[config.mk]
export PLATFORM = sky130hd
export DESIGN_NAME = rsds_root_cell
export DESIGN_NICKNAME = d
export VERILOG_FILES = /design/src/hw/rtl/rsds_root_cell.sv
export SDC_FILE = /design/constraint.sdc
export NUM_CORES = 1
export LEC_CHECK = 0
export BUFFER_PORTS_ARGS = -buffer_cell sky130_fd_sc_hd__buf_4
export CAP_MARGIN = 20
export CORE_MARGIN = 2
export CORE_UTILIZATION = 49
export CTS_BUF_LIST = sky130_fd_sc_hd__clkbuf_8
export DETAILED_ROUTE_END_ITERATION = 10
export GPL_TIMING_DRIVEN = 0
export MAX_ROUTING_LAYER = met4
export PLACE_DENSITY = 0.82
export SYNTH_ARGS = -nofsm -noshare
export SYNTH_HDL_FRONTEND = slang
export SYNTH_SLANG_ARGS = --single-unit
export TNS_END_PERCENT = 20
[constraint.sdc]
create_clock -name clk -period 2.6 [get_ports clk]
set_clock_uncertainty 0.05 [all_clocks]
set_input_delay 0.13 -clock clk [delete_from_list [all_inputs] [get_ports clk]]
set_output_delay 0.13 -clock clk [all_outputs]
set_load 0.01 [all_outputs]
[src/hw/rtl/rsds_root_cell.sv]
module rsds_root_cell #(
    parameter int RAD_W  = 32,
    parameter int ROOT_W = 32
) (
    input  logic                clk,
    input  logic [RAD_W-1:0]    rad_in,
    input  logic [ROOT_W+3:0]   rem_in,
    input  logic [ROOT_W-1:0]   root_in,
    output logic [RAD_W-1:0]    rad_out,
    output logic [ROOT_W+3:0]   rem_out,
    output logic [ROOT_W-1:0]   root_out
);

    localparam int RW = ROOT_W + 4;

    logic [RAD_W-1:0]  rad_reg;
    logic [RW-1:0]     rem_reg;
    logic [ROOT_W-1:0] root_reg;
    logic [RAD_W-1:0]  rad_next;
    logic [RW-1:0]     rem_next;
    logic [ROOT_W-1:0] root_next;
    logic [RW-1:0]     remx;
    logic [RW-1:0]     trial;
    logic              ge;

    // one digit pair per cell, zeros follow once the radicand is used up
    always_comb
    begin
        remx      = {rem_in[RW-3:0], rad_in[RAD_W-1 -: 2]};
        trial     = {2'b00, root_in, 2'b01};
        ge        = (remx >= trial);
        rem_next  = ge ? (remx - trial) : remx;
        root_next = {root_in[ROOT_W-2:0], ge};
        rad_next  = {rad_in[RAD_W-3:0], 2'b00};
    end

    always_ff @(posedge clk)
    begin
        rad_reg  <= rad_next;
        rem_reg  <= rem_next;
        root_reg <= root_next;
    end

    assign rad_out  = rad_reg;
    assign rem_out  = rem_reg;
    assign root_out = root_reg;

endmodule
### Yosys cells after proc, flatten, opt, wreduce, memory -nomap -nowiden

Index checks and enable logic that the tools add are counted.

* memory bits (writable): 0
* memory bits (read-only): 0
* register bits after elaboration: 98
* memories kept: 0
* bits in latches: 0
* output and inout bits: 100

* reduce and logical (&&, ||, !) cells: 0
* shift-type cells: 0
* mux-type cells: 1
* $add $sub $neg: 1
* magnitude comparators: 1
* bitwise operators: 0
* divide/modulo/power cells: 0
* eq/ne operators: 0
* $mul: 0

Operator list (count)
* greater-or-equal comparator 36 x 34 -> 1 bit: 1
* 2-to-1 mux 36 bit: 1
* subtractor 36 x 34 -> 36 bit: 1

### Longest topological paths before layout

* depth in word-level cells: 2
* mapped depth: 12
* gate-level depth less buffers: 10

### Worst setup path after synthesis

OpenSTA, ideal clock, no wires.

* path type: input-to-reg
* start: input root_in[18]
* end: register rem_reg[11] (netlist: rem_out[11])
* library setup time: 121 ps
* path buffers: 2
* cell stages on the path: 11
* arrival time: 2046 ps
* required time: 2429 ps
* slack: 383 ps
* cells stage by stage: inv_1 -> ha_1 -> buf_2 -> nand4_1 -> nor4_4 -> nand2_1 -> nor3_2 -> nor3b_2 -> a21oi_4 -> buf_6 -> mux2_4

* longest elaborated chain between the ends: 2

Ends and longest elaborated chain
* from (decl): RTL line 8 `input logic [ROOT_W-1:0] root_in,`
* greater-or-equal comparator 36 x 34 -> 1 bit: RTL line 31 `ge = (remx >= trial);`
* 2-to-1 mux 36 bit: RTL line 32 `rem_next = ge ? (remx - trial) : remx;`
* named net rem_next[11]: RTL line 20 `logic [RW-1:0] rem_next;`
* to (signal assigned): RTL line 40 `rem_reg <= rem_next;`
* to (decl): RTL line 17 `logic [RW-1:0] rem_reg;`

The timed path passes the listed nets, and every way through them passes these cells.

### Worst setup path in the final report

* start: input rem_in[31]
* end: register rem_reg[25] (netlist: rem_out[25])

* longest elaborated chain between the ends: 2

Ends and longest elaborated chain
* from (decl): RTL line 7 `input logic [ROOT_W+3:0] rem_in,`
* greater-or-equal comparator 36 x 34 -> 1 bit: RTL line 31
* 2-to-1 mux 36 bit: RTL line 32
* named net rem_next[25]: RTL line 20

The timed path passes the listed nets, and every way through them passes these cells.

==> flow_metrics.py <==
metrics = {
    "global_routing": {
        "antenna_found_initial": 0,
        "groute.usage.overall_pct": 36.8,
        "first_pass_grt_wire_length_um": 28300,
        "global_route.overflow_total": 0,
        "grt_max_degree": 19,
        "first_global_vias": 5384,
    },
    "placement": {
        "gp_congestion": 0.882,
        "placement.io_buffers": 196,
        "detailed_place_hpwl_um": 10300,
        "post-place-ws_ps": -222,
    },
    "logic_synthesis": {
        "postSynthRegisterBits": 98,
        "synth_sequential_area_ratio_pct": 42.2,
        "synth_cells": 497,
        "synth_largest_type_area_fraction_pct": 42.2,
        "yosys_most_used_dff": "dfxtp_1",
        "ys_top_cells_by_area": "dfxtp_1 (42%), ha_1 (9.1%), a21oi_1 (5.4%)",
        "ys_warn_count": 0,
        "synth-async-reset-ratio_pct": 0,
        "synth_edf_count": 0,
        "synth_largest_area_cell": "dfxtp_1",
        "netlist_area_um2": 4650,
        "syn_avg_cell_area_um2": 9.36,
        "yosys.cell_types.count": 65,
    },
    "timing": {
        "slew_at_the_pin_closest_to_its_max_slew_limit_ps": 630,
        "layout_worst_path_cycle_share_pct": 99.2,
        "fin_ws_ps": 20.6,
        "final-setup-viol-count": 0,
        "worst_relative_slew_slack_pct": 57.6,
        "layout_min_cycle_time_ps": 2580,
        "finalMaxSlewViolations": 0,
        "fmax_ghz": 0.388,
        "worst_hold_margin_ps": 74.5,
        "timing_hold_violations_final": 0,
    },
    "pwr": {
        "power.switching_mw": 1.44,
        "p_sw_share_pct": 33.7,
        "sequentialPowerShare_pct": 41.0,
        "worst_ir_drop_vdd_mv": 0.355,
        "combinationalPowerShare_pct": 35.2,
        "power_report.internal_total_mw": 2.83,
        "power.density_nw_per_um2": 568,
        "clkPwrFrac_pct": 23.8,
        "total_leakage_power_nw": 3.57,
    },
    "route": {
        "vias": 5220,
        "route.detailed.drc": 0,
        "wl_um": 18700,
        "first_iter_violations": 378,
        "detail_route.vias_per_cell": 5.58,
        "drt-pass1-iter-count": 8,
        "antenna_violating_nets_post_route": 0,
        "drt-wirelength-per-cell_um": 20.0,
    },
    "cts": {
        "path_clk_slew_ps": 110,
        "cts_tree": "yes",
        "numClockSinks": 98,
        "numCtsBuffers": 9,
        "cts.htree.levels": 3,
        "clockRootBuffer": "clkbuf_8",
        "max-clock-path-buffers": 2,
    },
    "floorplanning": {
        "core_area_um2": 9240,
        "die_area_um2": 10300,
        "std_cell_rows": 35,
        "start_util_pct": 50.3,
        "die_h_um": 101,
        "ioPinCount": 201,
        "die_x_um": 101,
    },
    "setup_path": {
        "critPathArrivalTime_ps": 2800,
        "worst-path-max-fanout": 10,
        "critPathKind": "in2reg",
        "crit_start_category": "input pin",
        "worst-endpoint-required_ps": 2820,
        "critPathCaptureType": "flip-flop",
    },
    "layout": {
        "antenna_cells": 0,
        "sequential_cell_area_um2": 1960,
        "nets": 936,
        "post_route_cells_drive_above_1_share_pct": 34.4,
        "number_of_fill_cells_in_the_layout": 505,
        "final_common_cell": "buf_4",
        "multi_input_area_um2": 2450,
        "layout_common_cells": "buf_4 (200), dfxtp_1 (98), dlygate4sd3_1 (96)",
        "layout-area-overhead-vs-synth_pct": 61.8,
    },
    "worst_hold_path": {
        "type_of_the_worst_min_delay_path": "in2reg",
        "worstHoldPathCells": 3,
    },
    "run_status": {
        "status": "completed",
    },
    "flow_run": {
        "drv.max_cap_violation_count": 0,
    },
}
[worst max-delay path, stage by stage]
cell           delay [ps]
dlygate4sd3_1         560
buf_4                 150
ha_1                  390
a2111oi_1             480
o21ai_1               180
nor3b_2               270
a21oi_4               140
clkbuf_4              240
nor2_1                180
a21oi_2                60
[repair_timing]
item	CTS	global route
setup endpoints to repair	0	34
hold endpoints to repair	96	0
gates resized for setup	0	15
hold buffers	96	0
buffers inserted	0	1
[sequential cells by signal (all words and copies together) (netlist names)]
register	cells
rad_out	30
rem_out	36
root_out	32
[metal layers]
| metal | GRT usage (%) | routed length (um) |
|---|---|---|
| met1 | 39.5 | 6800 |
| met2 | 63.6 | 9300 |
| met3 | 8.07 | 1540 |
| met4 | 18.9 | 1090 |
| met5 | - | 0 |
[layout make-up]
cell class | instances | share of cell area [%]
repair buffers | 294 | 32.8
multi-input cells | 338 | 32.5
flip-flops and latches | 98 | 26.1
well taps | 129 | 2.14
plain buffers | 21 | 2.00
inverters | 39 | 1.95
clock buffers | 10 | 1.83
clock inverters | 6 | 0.748
[cells in the mapped netlist (3+ instances only)]
library cell   n
o21a_1         5
o21bai_1       6
xnor2_1       18
buf_4          3
mux2_4         7
o211ai_1       5
buf_2         13
nand4_1       10
dfxtp_1       98
a21oi_2        9
nand2b_1       5
o21ai_1        4
inv_1         39
clkbuf_1       3
nor2b_1        3
ha_1          34
buf_6          3
nand2_1       31
xor2_1        14
nor2_1        40
o21ai_0       22
a21oi_1       50
and3_1         4
nand3_1        9
a21o_1         7
nor3_1         8
a31oi_1        3
[worst paths after layout]
check | start | endpoint | slack, ps
setup / recovery | rem_in[31] | rem_out[25] | 20
hold / removal | rad_in[30] | rem_out[0] | 70
[cell families after synthesis]
family	Yosys count	synth area share (%)
XOR/XNOR	33	6.37
adder cells (fa/ha/maj)	34	9.14
AND/OR/NAND/NOR	126	14.2
multiplexers	10	2.99
buffers and inverters	62	6.11
other	1	0.0806
AO/OA/AOI/OAI	133	19.0
flip-flops	98	42.2
[power groups by stage]
stage	registers, mW	clock network [mW]	logic, mW
2_1_floorplan	1.86	0	0.607
3_3_place_gp	1.76	0	1.24
3_5_place_dp	1.77	0	1.26
4_1_cts	1.74	1.00	1.38
5_1_grt	1.76	1.06	1.59
6_report	1.75	1.02	1.50
[metrics by stage]
stage          setup TNS [ps]  instance area, um2  utilization (%)  std cells  total power, mW
2_1_floorplan               0                4660                -        498             2.47
3_3_place_gp            -2060                6290             68.1        823             3.01
3_5_place_dp            -1840                6290             68.1        823             3.03
4_1_cts                     0                7440             80.6        935             4.13
5_1_grt                  -125                7520             81.4        935             4.42
6_report                    0                7520             81.4        935             4.28
(Power assumes the default switching activity.)
