==> src/hw/rtl/rsds_div_cell.sv <==
module rsds_div_cell #(
    parameter int RW = 17,
    parameter int DW = 16,
    parameter int QW = 17
) (
    input  logic          clk,
    input  logic [RW-1:0] rem_in,
    input  logic [DW-1:0] div_in,
    input  logic [QW-1:0] quo_in,
    output logic [RW-1:0] rem_out,
    output logic [DW-1:0] div_out,
    output logic [QW-1:0] quo_out
);

    logic [RW-1:0] rem_reg;
    logic [DW-1:0] div_reg;
    logic [QW-1:0] quo_reg;
    logic [RW-1:0] rem_next;
    logic [QW-1:0] quo_next;
    logic [RW-1:0] diff;
    logic          ge;

    // one restoring step: compare, subtract, then double the remainder
    always_comb
    begin
        ge       = (rem_in >= RW'(div_in));
        diff     = ge ? (rem_in - RW'(div_in)) : rem_in;
        rem_next = {diff[RW-2:0], 1'b0};
        quo_next = QW'({quo_in, ge});
    end

    always_ff @(posedge clk)
    begin
        rem_reg <= rem_next;
        div_reg <= div_in;
        quo_reg <= quo_next;
    end

    assign rem_out = rem_reg;
    assign div_out = div_reg;
    assign quo_out = quo_reg;

endmodule

==> config.mk <==
export PLATFORM = sky130hd
export DESIGN_NAME = rsds_div_cell
export DESIGN_NICKNAME = d
export VERILOG_FILES = /design/src/hw/rtl/rsds_div_cell.sv
export SDC_FILE = /design/constraint.sdc
export NUM_CORES = 1
export LEC_CHECK = 0
export ABC_AREA = 1
export BUFFER_PORTS_ARGS = -buffer_cell sky130_fd_sc_hd__buf_2
export CAP_MARGIN = 10
export CELL_PAD_IN_SITES_DETAIL_PLACEMENT = 2
export CELL_PAD_IN_SITES_GLOBAL_PLACEMENT = 2
export CORE_ASPECT_RATIO = 1.4
export CORE_MARGIN = 2
export CORE_UTILIZATION = 26
export DETAILED_ROUTE_END_ITERATION = 8
export GPL_TIMING_DRIVEN = 0
export PLACE_DENSITY = 0.91
export SYNTH_ARGS = -nofsm -noshare
export SYNTH_HDL_FRONTEND = slang
export SYNTH_SLANG_ARGS = --single-unit
==> constraint.sdc <==
create_clock -name clk -period 2.6 [get_ports clk]
set_input_delay 0.26 -clock clk [delete_from_list [all_inputs] [get_ports clk]]
set_output_delay 0.26 -clock clk [all_outputs]
set_load 0.02 [all_outputs]
======== Word-level counts from Yosys, hierarchy flattened ========
Index checks and enable logic that the tools add are counted.
word-level totals
  bits in registers ....................... 49
  logic and storage cells ................. 6
  output and inout port bits .............. 50
  bits of input ports ..................... 51
  latch bits .............................. 0
  memory bits (writable) .................. 0
  memories kept ........................... 0
  memory bits (read-only) ................. 0
operators by class
  $lt $le $gt $ge ......................... 1
  mux-type cells .......................... 1
  multiply operators ...................... 0
  reductions and logical operators ........ 0
  equal/unequal tests ..................... 0
  shifts and indexed selects .............. 0
  bitwise logic cells ..................... 0
  add/subtract/negate cells ............... 1
  div/mod/pow operators ................... 0
operators by type and width
  kind            number
  $ge 17x16->1    1
  $mux 16         1
  $sub 16x16->16  1

======== Logic depth before layout (Yosys ltp) ========
Gate-level depths: netlist of the first run.
  word-level depth ........................ 2
  mapped depth ............................ 14
  gate-level depth less buffers ........... 13

======== Worst setup path before layout of the first run ========
No wires, ideal clock.
  path type ............................... input-to-reg
  start ................................... input div_in[3]
  end ..................................... register rem_reg[13], in the netlist rem_out[13]
  slack ................................... 1.010 ns
  required time ........................... 2.487 ns
  library setup time ...................... 0.113 ns
  data arrival time ....................... 1.477 ns
  buffers on the path ..................... 2
  stages on the path ...................... 14
  cells stage by stage .................... inv_1 ha_1 nand2_1 inv_1 nand2_1 nand2_1 nand2_1 nand3_2 nand2_1 nand2_2 buf_6 buf_12 nand3_1 nand2_1
on the way
  cells in the longest elaborated chain, start to end .. 2
  elaborated cells between the ends (all ways) .. 3
  classes of those cells .................. 1 x add/sub; 1 x order compare; 1 x mux
RTL lines
  what                    line  source
  start: declaration      8     input logic [DW-1:0] div_in,
  $ge 17x16->1            26    ge = (rem_in >= RW'(div_in));
  via ge                  21    logic ge;
  $mux 16                 27    diff = ge ? (rem_in - RW'(div_in)) : rem_in;
  via diff[12]            20    logic [RW-1:0] diff;
  end signal: assignment  34    rem_reg <= rem_next;
  end: declaration        15    logic [RW-1:0] rem_reg;
The timed path passes the listed nets, and every way through them passes these cells.

======== Worst setup path after layout of the first run ========
  start ................................... input div_in[7]
  end ..................................... register rem_reg[5], in the netlist rem_out[5]
on the way
  cells in the longest elaborated chain, start to end .. 2
RTL lines
  what          line
  $ge 17x16->1  26
  $mux 16       27
  via diff[4]   20
The timed path passes the listed nets, and every way through them passes these cells.

==> flow_summary.yaml, run 1 <==
clock_tree:
  root_buffer: "clkbuf_16"
  cts_sinks: 49
  postCtsResizedCells: 0
  cts_buffers: 5
  clk_pin_slew_ns: 0.07
  cts_tree: "done"
  post-cts-setup-buffer-count: 0
  postCtsHoldBufs: 0
  clockBufferDepth: 2
  h-tree-depth: 2
critical_path:
  slowest_delay_ns: 0.37
  end_kind: "flop"
  startpoint_type: "input pin"
  path_cells: "buf_2 > inv_1 > ha_1 > nand2_1 > nor2_1 > nand2_1 > nor2_1 > nor2_1 > nand2_2 > inv_1 > buf_6 > nand2_1 > nand2_1"
  crit_path_frequent_cell: "nand2_1"
  critical_path_class: "in -> reg"
  worstPathMaxFanout: 10
  cp_slowest_cell: "ha_1"
  cp_top_family: "simple AND/OR/NAND/NOR gates"
  crit_arrival_ns: 1.92
  worstPathBufferInverterCount: 4
  critical_path_required_ns: 2.79
placed_design:
  io_buffers: 98
  dpl.hpwl_um: 6240
  globalplace.congestion: 0.819
global_route:
  grt_overflow: 0
  grt.met3_usage: 0.0256
  grt_pass1_wl_um: 12000
  grtUsageMet2: 0.333
  grtUsageTotal: 0.156
  grt_max_degree: 17
  met1_usage: 0.150
  busiest_layer: "met2"
  antenna_found_initial: 0
  grt_pass1_vias: 2570
min_path:
  min_path_type: "in -> reg"
  min_to: "quo_out[5]$_DFF_P_"
  holdCritStartpoint: "quo_in[4]"
  hold_depth: 1
final_layout:
  num_antenna_cells: 0
  nNetsFinal: 493
  drive_gt1_frac: 0.277
  area_delta_synth_final_pct: 35.3
sta:
  fin_crit_sh: 0.666
  grt_setup_unrepaired: "no"
  finalSetupViolCount: 0
  fmax_mhz: 578
  totalNegativeSetupSlack_ns: 0
  holdWs_ns: 0.0643
  hold_violations: 0
  finalMaxSlewViolations: 0
  period_needed_ns: 1.73
pwr:
  sw_frac_of_total: 0.295
  p_total_mw: 2.23
  powerDensity_nw_per_um2: 714
  seqPwrFrac: 0.377
  p_int_mw: 1.57
  p_comb_frac: 0.242
  ir_drop_v: 0.000304
  power_switching_mw: 0.657
  p_clk_frac: 0.381
  p_leak_nw: 1.83
yosys:
  synth-edff-count: 0
  synth_seq_cells: 49
  dominantRegCellSynth: "dfxtp_1"
  syn_nets: 388
  synth_common_cells: "nand2_1, inv_1, dfxtp_1"
  netlist_instances: 320
  syn_avg_cell_area_um2: 7.22
  async_flop_share: 0
  synth_top_area_cell: "dfxtp_1"
  ys.warnings.count: 0
  ys_types: 24
  ys_seq_area_frac: 0.424
  ys_top_cells_by_area: "dfxtp_1, nand2_1, inv_1"
  syn_area_um2: 2310
  synth_top_cell_area_share: 0.424
  yosysMostFrequentCell: "nand2_1"
floorplan:
  die-area_um2: 9670
  coreArea_um2: 8610
  placementRows: 40
  start_util: 0.268
  dieWidth_um: 83.7
  die_y_um: 116
  io_pins: 101
detailed_routing:
  wl_per_cell_um: 13.7
  ant_nets: 0
  vias: 2316
  drc: 0
  drt_iter0_markers: 18
  dr.pass1.iters: 3
  viasPerCell: 4.36
  routed_wl_um: 7290
flow_run:
  cap_violations: 0
status:
  status: "completed"
-- stage by stage --
stage               instance area [µm²]  std cells  setup WS (ns)  utilization
CTS                                3130        531          0.790        0.363
finish                             3130        531          0.870        0.363
floorplan                          2310        320           1.01            -
global placement                   2930        523          0.563        0.341
detailed placement                 2930        523          0.494        0.341
global route                       3130        531          0.696        0.363
-- how the worst max path moves through the flow --
stage,from,end,slack [ns],cells past startpoint
global placement,div_in[7],rem_out[13]$_DFF_P_,0.56,13
CTS,div_in[7],rem_out[5]$_DFF_P_,0.79,13
global route,div_in[7],rem_out[3]$_DFF_P_,0.70,13
detailed placement,div_in[7],rem_out[13]$_DFF_P_,0.49,13
finish,div_in[7],rem_out[5]$_DFF_P_,0.87,13
floorplan,div_in[3],rem_out[13]$_DFF_P_,1.01,14
-- power groups by stage --
stage	clock, mW	sequential, mW	combinational, mW
floorplan	0	0.962	0.247
global placement	0	0.858	0.533
detailed placement	0	0.860	0.550
CTS	0.883	0.843	0.555
global route	0.905	0.849	0.609
finish	0.850	0.842	0.539
-- final cells by class --
class / count / area (µm²)
Buffer: 4 / 50.0
Clock buffer: 5 / 125
Clock inverter: 3 / 68.8
Fill cell: 1052 / 5480
Inverter: 60 / 225
Multi-Input combinational cell: 207 / 1050
Sequential cell: 49 / 981
Tap cell: 105 / 131
Timing Repair Buffer: 98 / 490
-- sequential cells by signal, indices dropped and copies added (netlist names) --
name     cells
quo_out     17
div_out     16
rem_out     16
-- per-layer routing --
layer / vias up / share of wire
met5: - / 0
met4: 0 / 0.013
met3: 5 / 0.037
met2: 56 / 0.60
met1: 1086 / 0.35
li1: 1169 / -
-- kinds of logic after synthesis --
| family | Yosys count | share of synthesized area |
|---|---|---|
| flops | 49 | 0.424 |
| buf+inv | 64 | 0.119 |
| other cells | 1 | 0.00162 |
| simple gates | 171 | 0.310 |
| fa+ha+maj | 17 | 0.0953 |
| compound gates | 12 | 0.0271 |
| xor+xnor | 6 | 0.0227 |
-- layout by cell type, fill, tap and decap left out --
| cell | count |
|---|---|
| nand2_1 | 120 |
| nand3_1 | 17 |
| fa_1 | 1 |
| nand3_2 | 2 |
| o21bai_1 | 1 |
| ha_1 | 16 |
| buf_6 | 2 |
| xor2_1 | 5 |
| buf_2 | 98 |
| a21oi_1 | 9 |
| nand2_2 | 2 |
| inv_6 | 1 |
| o21ai_0 | 2 |
| and2_1 | 2 |
| buf_4 | 1 |
| inv_1 | 60 |
| or2_2 | 1 |
| xnor2_1 | 1 |
| bufinv_16 | 2 |
| nor2_2 | 3 |
| conb_1 | 1 |
| dfxtp_1 | 49 |
| buf_12 | 1 |
| nand3b_1 | 2 |
| nand4_1 | 4 |
| nor3_1 | 2 |
| nor2_1 | 16 |
| clkbuf_16 | 5 |
Power figures use the tool's default switching activity.
==> inputs of run 2 (changes only) <==
--- a/config.mk
+++ b/config.mk
@@ -12,10 +12,10 @@
 export CELL_PAD_IN_SITES_GLOBAL_PLACEMENT = 2
 export CORE_ASPECT_RATIO = 1.4
 export CORE_MARGIN = 2
-export CORE_UTILIZATION = 26
+export CORE_UTILIZATION = 24
 export DETAILED_ROUTE_END_ITERATION = 8
 export GPL_TIMING_DRIVEN = 0
-export PLACE_DENSITY = 0.91
+export PLACE_DENSITY = 0.86
 export SYNTH_ARGS = -nofsm -noshare
 export SYNTH_HDL_FRONTEND = slang
 export SYNTH_SLANG_ARGS = --single-unit
==> constraint.sdc (replaced) <==
create_clock -name clk -period 1.7 [get_ports clk]
set_input_delay 0.17 -clock clk [delete_from_list [all_inputs] [get_ports clk]]
set_output_delay 0.17 -clock clk [all_outputs]
set_load 0.02 [all_outputs]
==> flow_summary.yaml, run 2 (synthesis gave the netlist of run 1 again) <==
status:
  status: "completed"
clock_tree:
  cts_sinks: 49
  clk_pin_slew_ns: 0.07
  clockBufferDepth: 2
  cts_tree: "done"
  root_buffer: "clkbuf_16"
  cts_buffers: 5
  h-tree-depth: 2
  post-cts-setup-buffer-count: 0
sta:
  fmax_mhz: 647
  period_needed_ns: 1.55
  fin_crit_sh: 0.910
  grt_setup_unrepaired: "yes"
  hold_violations: 0
  finalSetupViolCount: 0
  finalMaxSlewViolations: 0
final_layout:
  num_antenna_cells: 0
  area_delta_synth_final_pct: 48.1
  final_area_um2: 3420
  final_common_cell: "nand2_1"
  nNetsFinal: 524
  largest_reg_flops: 17
  n_fill_cell: 1094
  utilization: 0.364
  drive_gt1_frac: 0.280
  final_cell_mix: "nand2_1, buf_2, inv_1, dfxtp_1, dlygate4sd3_1"
  layout.cells.non_filler: 567
floorplan:
  die-area_um2: 10400
  placementRows: 42
  die_y_um: 120
  dieWidth_um: 86.9
  coreArea_um2: 9410
  io_pins: 101
  start_util: 0.246
global_route:
  antenna_found_initial: 0
  grt_pass1_wl_um: 13000
  grt_max_degree: 18
  grtUsageTotal: 0.160
  grt_pass1_vias: 2807
  grt_overflow: 0
critical_path:
  critical_path_required_ns: 1.89
  worstPathMaxFanout: 10
  end_kind: "flop"
  startpoint_type: "input pin"
  crit_arrival_ns: 1.74
  critical_path_class: "in -> reg"
placed_design:
  dp_cells: 528
  dpl.hpwl_um: 6280
  dpl_cell_area_um2: 2940
  io_buffers: 98
  globalplace.congestion: 0.794
detailed_routing:
  viasPerCell: 4.37
  drc: 0
  wl_per_cell_um: 14.0
  ant_nets: 0
  routed_wl_um: 7910
  vias: 2480
  dr.pass1.iters: 4
  drt_iter0_markers: 32
min_path:
  min_path_type: "in -> reg"
pwr:
  p_leak_nw: 1.93
  p_total_mw: 3.21
  ir_drop_v: 0.000408
  powerDensity_nw_per_um2: 937
flow_run:
  cap_violations: 0
## run 2: cell types whose count changed in the layout (fill, tap and decap cells not counted), moves of 2 or more
cell           previous run  this run
dlygate4sd3_1             0        31
ha_1                     16        12
ha_2                      0         4
nor2_1                   16        13
nor2_2                    3         6
bufinv_16                 2         0
## run 2: through the flow
stage          hold WS, ns  setup slack, ns  TNS (ns)
2_1_floorplan        0.198            0.200         0
3_3_place_gp         0.272           -0.256     -3.04
3_5_place_dp         0.274           -0.336     -4.42
4_1_cts             0.0272          0.00778         0
5_1_grt             0.0356         -0.00416  -0.00469
6_report            0.0317            0.153         0
## run 2: path summary, 6_finish.rpt
check,startpoint,end,slack (ns),cells after the start
setup / recovery,div_in[3],rem_out[15]$_DFF_P_,0.15,15
hold / removal,div_in[1],div_out[1]$_DFF_P_,0.03,1
## run 2: area by class of cell
class                      count  area [µm²]  area share
inverter                      60         225      0.0658
timing repair buffer         129         801       0.234
clock buffer                   5         125      0.0365
tap                          110         138      0.0402
sequential                    49         981       0.287
multi-input combinational    207        1080       0.315
clock inverter                 3        25.0     0.00731
buffer                         4        50.0      0.0146
## run 2: what timing repair did
| action | in CTS | in global routing |
|---|---|---|
| endpoints found under the hold margin | 31 | 0 |
| pin swaps | 0 | 0 |
| hold buffers | 31 | 0 |
| gates resized for setup | 1 | 9 |
| setup endpoints to repair | 10 | 12 |
## run 2: where the power goes
group	switching [mW]	leakage [nW]	total (mW)	internal, mW
sequential	0.0260	0.413	1.29	1.26
clock	0.468	0.0704	1.02	0.554
combinational	0.550	1.45	0.897	0.347
total	1.04	1.93	3.21	2.17
## run 2: critical path, stage by stage
cell and delay [ns]:
buf_2 0.09, inv_1 0.04, ha_1 0.32, nand2_1 0.17, inv_1 0.06, nand2_1 0.09, nand2_1 0.06, nand2_1 0.09
nand3_2 0.08, nand2_1 0.08, nand2_2 0.06, buf_6 0.15, buf_12 0.14, nand3_1 0.07, nand2_1 0.05
## run 2: metal layers
layer,vias up,track usage,part of all wire
met5,-,0,0
met4,0,0.0479,0.018
met3,8,0.0220,0.033
met2,60,0.330,0.60
met1,1179,0.154,0.35
li1,1233,-,-
